`config.mk`:
```
export PLATFORM = sky130hd
export DESIGN_NAME = byte_string_class_detector
export DESIGN_NICKNAME = d
export VERILOG_FILES = /design/src/rtl/core/bscd_pkg.sv /design/src/rtl/core/bscd_in_reg.sv /design/src/rtl/core/bscd_classify.sv /design/src/rtl/core/byte_string_class_detector.sv
export SDC_FILE = /design/constraint.sdc
export NUM_CORES = 1
export LEC_CHECK = 0
export BUFFER_PORTS_ARGS = -buffer_cell sky130_fd_sc_hd__clkbuf_2
export CORE_MARGIN = 2
export CORE_UTILIZATION = 58
export CTS_CLUSTER_DIAMETER = 200
export DETAILED_ROUTE_END_ITERATION = 16
export PLACE_DENSITY = 0.9
export SKIP_CTS_REPAIR_TIMING = 1
export SYNTH_ARGS = -nofsm -noshare
export SYNTH_HDL_FRONTEND = slang
export SYNTH_SLANG_ARGS = --single-unit
```
`constraint.sdc`:
```
create_clock -name clk -period 5.2 [get_ports clk]
set_clock_uncertainty 0.15 [all_clocks]
set_input_delay 0.26 -clock clk [delete_from_list [all_inputs] [get_ports clk]]
set_output_delay 0.26 -clock clk [all_outputs]
set_load 0.1 [all_outputs]
```
`src/rtl/core/bscd_pkg.sv`:
```
// Package for the byte string class detector: class codes, item type and byte classes.
`default_nettype none

package bscd_pkg;

  typedef enum logic [2:0] {
    CLS_EMPTY = 3'd0,
    CLS_NUM   = 3'd1,
    CLS_ALPHA = 3'd2,
    CLS_ALNUM = 3'd3,
    CLS_B64   = 3'd4,
    CLS_PRINT = 3'd5,
    CLS_READ  = 3'd6,
    CLS_BIN   = 3'd7
  } cls_t;

  localparam logic [7:0] CHAR_PAD   = 8'h3D;
  localparam logic [7:0] CHAR_PLUS  = 8'h2B;
  localparam logic [7:0] CHAR_SLASH = 8'h2F;

  typedef struct packed {
    logic [7:0] char_byte;
    logic       has_char;
    logic       last;
  } item_t;

  function automatic logic is_dig(input logic [7:0] c);
    return c inside {[8'h30:8'h39]};
  endfunction

  function automatic logic is_alp(input logic [7:0] c);
    return c inside {[8'h41:8'h5A], [8'h61:8'h7A]};
  endfunction

  function automatic logic is_prn(input logic [7:0] c);
    return c inside {[8'h20:8'h7E]};
  endfunction

  function automatic logic is_spc(input logic [7:0] c);
    return c inside {[8'h09:8'h0D], 8'h20};
  endfunction

  function automatic logic is_b64_special(input logic [7:0] c);
    return c inside {CHAR_PLUS, CHAR_SLASH, CHAR_PAD};
  endfunction

  function automatic cls_t fall_print(input logic [7:0] c);
    cls_t r;
    if (is_prn(c)) r = CLS_PRINT;
    else if (is_spc(c)) r = CLS_READ;
    else r = CLS_BIN;
    return r;
  endfunction

  function automatic cls_t next_class(input cls_t cls, input logic [7:0] c);
    cls_t r;
    case (cls)
      CLS_EMPTY: begin
        if (is_dig(c)) r = CLS_NUM;
        else if (is_alp(c)) r = CLS_ALPHA;
        else if (is_b64_special(c)) r = CLS_B64;
        else r = fall_print(c);
      end
      CLS_NUM: begin
        if (is_dig(c)) r = CLS_NUM;
        else if (is_alp(c)) r = CLS_ALNUM;
        else if (is_b64_special(c)) r = CLS_B64;
        else r = fall_print(c);
      end
      CLS_ALPHA: begin
        if (is_alp(c)) r = CLS_ALPHA;
        else if (is_dig(c)) r = CLS_ALNUM;
        else if (is_b64_special(c)) r = CLS_B64;
        else r = fall_print(c);
      end
      CLS_ALNUM: begin
        if (is_dig(c) || is_alp(c)) r = CLS_ALNUM;
        else if (is_b64_special(c)) r = CLS_B64;
        else r = fall_print(c);
      end
      CLS_B64: begin
        if (is_dig(c) || is_alp(c) || is_b64_special(c)) r = CLS_B64;
        else r = fall_print(c);
      end
      CLS_PRINT: begin
        if (is_prn(c)) r = CLS_PRINT;
        else if (is_spc(c)) r = CLS_READ;
        else r = CLS_BIN;
      end
      CLS_READ: begin
        if (is_prn(c) || is_spc(c)) r = CLS_READ;
        else r = CLS_BIN;
      end
      default: r = CLS_BIN;
    endcase
    return r;
  endfunction

endpackage

`default_nettype wire

```
`src/rtl/core/bscd_in_reg.sv`:
```
// Input register stage that holds one accepted item until the classifier takes it.
`default_nettype none

module bscd_in_reg
  import bscd_pkg::*;
(
  input  wire logic       clk,
  input  wire logic       rst,
  input  wire logic       item_valid,
  output logic            item_stall,
  input  wire logic [7:0] char_byte,
  input  wire logic       has_char,
  input  wire logic       last,
  output logic            held_valid,
  output item_t           held,
  input  wire logic       take
);

  logic load;

  assign item_stall = held_valid && !take;
  assign load       = item_valid && !item_stall;

  always_ff @(posedge clk) begin
    if (rst) begin
      held_valid <= 1'b0;
    end else if (load) begin
      held_valid <= 1'b1;
    end else if (take) begin
      held_valid <= 1'b0;
    end
  end

  always_ff @(posedge clk) begin
    if (load) begin
      held.char_byte <= char_byte;
      held.has_char  <= has_char;
      held.last      <= last;
    end
  end

endmodule

`default_nettype wire

```
`src/rtl/core/bscd_classify.sv`:
```
// String state update, end-of-string base64 check and result register.
`default_nettype none

module bscd_classify
  import bscd_pkg::*;
(
  input  wire logic  clk,
  input  wire logic  rst,
  input  wire logic  held_valid,
  input  wire item_t held,
  output logic       take,
  output logic       class_valid,
  input  wire logic  class_stall,
  output logic [2:0] string_class
);

  cls_t       cls;
  cls_t       cls_next;
  logic [1:0] len_mod;
  logic [1:0] len_mod_next;
  logic       at_four;
  logic       at_four_next;
  logic [1:0] pad_run;
  logic [1:0] pad_run_next;
  logic       pad_bad;
  logic       pad_bad_next;
  logic       upd;
  logic       b64_ok;
  cls_t       result;

  assign take = held_valid && (!held.last || !class_valid || !class_stall);
  assign upd  = take && held.has_char && (cls != CLS_BIN);

  always_comb begin
    cls_next     = cls;
    len_mod_next = len_mod;
    at_four_next = at_four;
    pad_run_next = pad_run;
    pad_bad_next = pad_bad;
    if (upd) begin
      cls_next     = next_class(cls, held.char_byte);
      at_four_next = at_four || (len_mod == 2'd3);
      len_mod_next = len_mod + 2'd1;
      if (held.char_byte == CHAR_PAD) begin
        if (pad_run != 2'd3) pad_run_next = pad_run + 2'd1;
      end else begin
        if (pad_run != 2'd0) pad_bad_next = 1'b1;
        pad_run_next = 2'd0;
      end
    end
  end

  assign b64_ok = (len_mod_next == 2'd0) && at_four_next && !pad_bad_next &&
                  (pad_run_next != 2'd3);

  always_comb begin
    result = cls_next;
    if (cls_next == CLS_B64 && !b64_ok) result = CLS_PRINT;
  end

  always_ff @(posedge clk) begin
    if (rst || (take && held.last)) begin
      cls     <= CLS_EMPTY;
      len_mod <= 2'd0;
      at_four <= 1'b0;
      pad_run <= 2'd0;
      pad_bad <= 1'b0;
    end else begin
      cls     <= cls_next;
      len_mod <= len_mod_next;
      at_four <= at_four_next;
      pad_run <= pad_run_next;
      pad_bad <= pad_bad_next;
    end
  end

  always_ff @(posedge clk) begin
    if (rst) begin
      class_valid <= 1'b0;
    end else if (take && held.last) begin
      class_valid <= 1'b1;
    end else if (!class_stall) begin
      class_valid <= 1'b0;
    end
  end

  always_ff @(posedge clk) begin
    if (take && held.last) begin
      string_class <= result;
    end
  end

endmodule

`default_nettype wire

```
`src/rtl/core/byte_string_class_detector.sv`:
```
// Top level of the byte string class detector.
//
//   Channel  Handshake                Payload
//   item     item_valid, item_stall   char_byte[7:0], has_char, last
//   class    class_valid, class_stall string_class[2:0]
//
// Each item is registered in the input register and then folded into the string
// state; one item per cycle is sustained unless a stalled class output holds a
// last item. A class appears in the cycle after the item marked last is taken.
// Synchronous reset empties both registers and clears the string state.
// A stalled class output holds the input register only when it carries a last item.
`default_nettype none

module byte_string_class_detector
  import bscd_pkg::*;
(
  input  wire logic       clk,
  input  wire logic       rst,
  input  wire logic       item_valid,
  output logic            item_stall,
  input  wire logic [7:0] char_byte,
  input  wire logic       has_char,
  input  wire logic       last,
  output logic            class_valid,
  input  wire logic       class_stall,
  output logic [2:0]      string_class
);

  logic  held_valid;
  item_t held;
  logic  take;

  bscd_in_reg u_in_reg (
    .clk        (clk),
    .rst        (rst),
    .item_valid (item_valid),
    .item_stall (item_stall),
    .char_byte  (char_byte),
    .has_char   (has_char),
    .last       (last),
    .held_valid (held_valid),
    .held       (held),
    .take       (take)
  );

  bscd_classify u_classify (
    .clk          (clk),
    .rst          (rst),
    .held_valid   (held_valid),
    .held         (held),
    .take         (take),
    .class_valid  (class_valid),
    .class_stall  (class_stall),
    .string_class (string_class)
  );

endmodule

`default_nettype wire
```
==> results of run 1 <==
-- layer usage --
metal / vias to the layer above / track usage
met3: 17 / 0.0755
li1: 483 / -
met2: 81 / 0.376
met1: 472 / 0.286
met5: - / 0
met4: 0 / 0.124
-- cell families (layout without fill, tap and decap cells) --
kind of cell	Yosys count	in the layout	synth area share
simple gates	49	49	0.233
compound gates	28	28	0.171
flops	24	24	0.542
buf+inv	8	39	0.0266
fa+ha+maj	1	1	0.0111
xor+xnor	1	1	0.00777
mux	1	1	0.00888
-- flip-flops by register name (all words and copies together) (netlist names) --
name and flops:
u_in_reg.held 10, u_classify.cls 3, u_classify.string_class 3, u_classify.len_mod 2, u_classify.pad_run 2, u_classify.at_four 1, u_classify.class_valid 1, u_classify.pad_bad 1
u_in_reg.held_valid 1
-- area by class of cell --
class                   count  area, um2  share of cell area
clock buffers               4       47.5              0.0340
inverters                   6       22.5              0.0161
multi-input cells          80        487               0.348
flip-flops and latches     24        611               0.436
well taps                  25       31.3              0.0224
repair buffers             29        200               0.143
-- synthesized netlist by cell type, types with 2 or more instances --
library cell	count
o21ai_0	5
nor2b_1	3
a21oi_1	10
dfxtp_1	11
a221o_1	2
nand4_1	3
and4_1	2
inv_1	6
nor2_1	12
nand2_1	8
edfxtp_1	13
nand3b_1	2
clkbuf_1	2
nor3_1	3
nand3_1	6
nor4_1	2
-- path summary, 6_finish.rpt --
check                          start                         end  slack, ns  cells after the start
setup / recovery    u_in_reg.held[3]  u_classify.string_class[0]       3.10                      5
hold / removal            item_valid         u_in_reg.held_valid       0.03                      3
setup reg to reg    u_in_reg.held[3]  u_classify.string_class[0]       3.10                      5
hold reg to reg   u_classify.pad_bad          u_classify.pad_bad       0.39                      2
-- through the flow --
step / utilization / power (mW) / std cells / hold WS (ns)
finish: 0.785 / 0.391 / 168 / 0.0257
global route: 0.785 / 0.405 / 168 / 0.0224
CTS: 0.723 / 0.380 / 157 / -0.0500
detailed placement: 0.696 / 0.268 / 153 / 0.289
global placement: 0.696 / 0.265 / 153 / 0.288
floorplan: - / 0.254 / 112 / 0.179
-- power groups by stage --
| stage | clock network (mW) | logic (mW) | registers (mW) |
|---|---|---|---|
| final | 0.118 | 0.0538 | 0.219 |
| after detailed placement | 0 | 0.0449 | 0.223 |
| after floorplan | 0 | 0.0254 | 0.229 |
| after global placement | 0 | 0.0431 | 0.222 |
| after global routing | 0.127 | 0.0575 | 0.221 |
| after CTS | 0.117 | 0.0451 | 0.218 |
-- worst reg2reg max path: cells and delay by family (launching register included) --
family	cells	cell delay, ns
AO/OA/AOI/OAI	5	1.18
flip-flops	1	0.52
==> results.toml, run 1 <==
[grt]
globalRouteOverflowTotal = 0
antenna_found_initial = 0
grt_use_total = 0.237
grt_pass1_vias = 829
grt_pass1_wl_um = 3590
grt_max_degree = 15

[synthesis]
synth_top_area_cell = "edfxtp_1"
yosys_warnings = 0
synth_cells = 112
synth_edf_count = 13
syn_area_per_cell_um2 = 10.1
ys.flop_type = "edfxtp_1"
ys_seq_elements = 24
yosys-top-cells-area = "edfxtp_1, dfxtp_1, a21oi_1, nor2_1, nand3_1"
ys_seq_area_frac = 0.542
synthesis.nets = 127
async_flop_share = 0
syn_area_um2 = 1130
synth_top_cell_area_share = 0.346
synth.distinct_cells = 38

[timing]
finalSetupViolations = 0
finalMaxSlewViolations = 0
period_minus_slack_ns = 2.10
fmax_ghz = 0.476
finalWorstSetupSlack_ns = 3.10
final.setup.tns_ns = 0
hold_violations = 0
fin_crit_sh = 0.404
tightest_slew_ns = 0.945
rsz0062_at_grt = "false"
slew_headroom = 0.369

[routing]
drt_iter0_drc = 57
dr_wl_met3_um = 289
met2_length_um = 1420
top_layer = "met4"
vias = 1053
post-route-drc-count = 0
wl_met1_um = 1080
wl_per_cell_um = 17.3
dr.pass1.iters = 4
ant_nets = 0
vias_per_cell = 6.27
drt-total-wl_um = 2900

[finish]
fillers = 102
drive_gt1_frac = 0.182
mostFrequentLayoutCell = "clkbuf_2"
final_nets = 159
area_delta_synth_final_pct = 24.1
layout_common_cells = "clkbuf_2, edfxtp_1, nor2_1"
diodes = 0
stdcell_area_um2 = 1400

[power_and_ir_drop]
internal_power_mw = 0.291
swShare = 0.255
pwr-share-seq = 0.561
p_sw_mw = 0.0995
vdd_drop_max_uv = 220
clkPwrFrac = 0.302
pwr-share-comb = 0.138
p_per_area_nw_per_um2 = 280
leakage_nw = 0.534

[critical_path]
cp_max_fo = 7
crit_slowest_cell = "edfxtp_1"
slowest_delay_ns = 0.52
critPathKind = "reg -> reg"
worstPathCellList = "a21o_1, a221o_1, a32o_1, a22oi_2, o211ai_1"
cp-start-kind = "flip-flop"
crit_buf_inv = 0
cpLargestDelayFamily = "compound AO/OA/AOI/OAI gates"
cp-end-kind = "flip-flop"
critPathRequiredTime_ns = 5.12
crit_arrival_ns = 2.02

[floorplan]
dieHeight_um = 48.1
dieWidth_um = 48.1
start_util = 0.632
ios = 19
fp-row-count = 15
core_area_um2 = 1780
die-area_um2 = 2310

[cts]
cts_buffer_depth = 2
clock-root-buffer = "clkbuf_4"
numCtsBuffers = 3
clk_latency_ns = 0.32
cts_num_sinks = 24
h-tree-depth = 1
cts_tree = "built"
clk_pin_slew_worst_paths_ns = 0.13

[placed_design]
place_congestion = 0.841
dp_slack_ns = 3.17
hpwl_um = 1700
place_area_um2 = 1240
io_buffer_count = 18

[status]
status = "completed"

[job]
cap_violations = 0

[min_path]
hp-class = "in -> reg"
Power figures use the tool's default switching activity.
==> inputs of run 2 (changes only) <==
CORE_UTILIZATION = 48   (was 58)
PLACE_DENSITY = 0.81   (was 0.9)
clock period = 1.9 ns   (was 5.2 ns; I/O delays follow)
==> run 2 against run 1 <==
  * The run now ends with setup timing left
  * Sequential share of layout area down 4.7 points
  * Core utilization fell by 7.1 points
  * Fmax increased by 5.0%
  * Via count down 0.95%
  * Clock-buffer cell count unchanged
  * Combinational power grew to 3.5 times the previous value
  * Flip-flop and latch count is the same
  * First-iteration DRC count is 47% lower
  * Die area rose by 19%
  * Non-clock buffer count rose by 16
  * Register-to-register slack worse by 3.2 ns
  * Cell area is 13% higher
  * Critical path type unchanged
  * Largest cell class unchanged
  * Largest power group unchanged
==> results.toml, run 2 (synthesis gave the netlist of run 1 again) <==
[grt]
grt_max_degree = 15
grt_use_total = 0.197
antenna_found_initial = 0
grt_pass1_wl_um = 3940
grt_pass1_vias = 947
globalRouteOverflowTotal = 0

[timing]
period_minus_slack_ns = 2.00
fin_hold_ws_ns = 0.0777
final.setup.tns_ns = -0.0998
tightest_slew_ns = 0.556
finalWorstSetupSlack_ns = -0.0998
rsz0062_at_grt = "true"
fmax_ghz = 0.500
fin_crit_sh = 1.05
slew_headroom = 0.628
finalMaxSlewViolations = 0
hold_violations = 0
finalSetupViolations = 1

[finish]
diodes = 0
mostFrequentLayoutCell = "clkbuf_2"
multi_input_area_um2 = 531
reg_top3 = "u_in_reg.held x10, u_classify.cls x3, u_classify.string_class x3"
layout_common_cells = "clkbuf_2, dlygate4sd3_1, buf_4, edfxtp_1, nor2_1"
area_delta_synth_final_pct = 40.1
top_register = "u_in_reg.held"
drive_gt1_frac = 0.296
fillers = 146
largest_register_ffs = 10
final_nets = 175
fin_cells = 187
fin_util = 0.714
seqCellArea_um2 = 614

[power_and_ir_drop]
clkPwrFrac = 0.297
leakage_nw = 0.624
pwr-share-comb = 0.169
swShare = 0.257
vdd_drop_max_uv = 670
p_per_area_nw_per_um2 = 701
internal_power_mw = 0.823
pwr-share-seq = 0.534
p_sw_mw = 0.285

[critical_path]
critPathKind = "reg -> reg"
rrSetupSlack_ns = -0.1
crit_arrival_ns = 1.95
cp_max_fo = 3
critPathRequiredTime_ns = 1.85
timing.rr.end = "u_classify.string_class[0]"
cp-start-kind = "flip-flop"
r2r_cells = 5
cp-end-kind = "flip-flop"
regToRegStartpoint = "u_in_reg.held[2]"

[cts]
clock-root-buffer = "clkbuf_4"
numCtsBuffers = 3
cts_buffer_depth = 2
clk_pin_slew_worst_paths_ns = 0.14
h-tree-depth = 1
cts_tree = "built"
cts_num_sinks = 24
clk_latency_ns = 0.33

[floorplan]
core_area_um2 = 2210
dieHeight_um = 52.5
die-area_um2 = 2750
ios = 19
fp-row-count = 17
dieWidth_um = 52.5
start_util = 0.510

[job]
cap_violations = 0

[min_path]
min_from = "class_stall"
hp-class = "in -> reg"
worstHoldPathCells = 5
min_to = "u_in_reg.held_valid"

[status]
status = "finished, violations left"
violations = "setup timing"

[placed_design]
io_buffer_count = 18
hpwl_um = 1760
placedCellCount = 168
place_congestion = 0.911

[routing]
dr.pass1.iters = 4
drt-total-wl_um = 2750
vias = 1043
post-route-drc-count = 0
drt_iter0_drc = 30
wl_per_cell_um = 14.7
vias_per_cell = 5.58
ant_nets = 0
==> run 2: changes by cell type in the layout (fill, tap and decap cells not counted), sizes merged <==
cell / change
dlygate4sd3: +2
buf: +14
==> run 2: power groups by stage <==
stage               clock (mW)  combinational [mW]  sequential (mW)
finish                   0.329               0.188            0.591
CTS                      0.322               0.150            0.589
detailed placement           0               0.150            0.600
global placement             0               0.145            0.599
floorplan                    0              0.0706            0.626
global route             0.342               0.204            0.594
==> run 2: area by class of cell <==
| type | instances | share of cell area |
|---|---|---|
| Sequential cell | 24 | 0.389 |
| Multi-Input combinational cell | 80 | 0.336 |
| Timing Repair Buffer | 45 | 0.208 |
| Clock buffer | 4 | 0.0301 |
| Tap cell | 28 | 0.0222 |
| Inverter | 6 | 0.0143 |
==> run 2: routing by layer <==
layer,part of all wire,vias to the layer above,global-route usage
met3,0.036,5,0.0429
met1,0.43,491,0.237
met2,0.52,26,0.323
li1,-,521,-
met4,0.015,0,0.115
met5,0,-,0
==> run 2: worst max path at each step <==
stage	from	to	slack (ns)	cells past startpoint
after global routing	u_in_reg.held[2]	u_classify.string_class[0]	-0.17	5
after global placement	u_in_reg.held[3]	u_classify.string_class[0]	0.01	6
after CTS	u_in_reg.held[4]	u_classify.string_class[0]	-0.06	6
final	u_in_reg.held[2]	u_classify.string_class[0]	-0.1	5
after detailed placement	u_in_reg.held[3]	u_classify.string_class[0]	-0.07	6
after floorplan	u_in_reg.held[9]	u_classify.string_class[0]	0.008	5
==> run 2: critical path, stage by stage, from the launching register on <==
cell and delay [ns]:
edfxtp_1 0.49, a21o_1 0.22, a221o_1 0.39, a32o_1 0.24, a22oi_2 0.16, o211ai_1 0.11
==> run 2: through the flow <==
step                      setup slack (ns)  power (mW)  instance area, um2
after CTS                          -0.0588        1.06                1400
after global placement              0.0110       0.744                1350
after global routing                -0.174        1.14                1580
after floorplan                    0.00844       0.697                1140
final                              -0.0998        1.11                1580
after detailed placement           -0.0703       0.750                1350
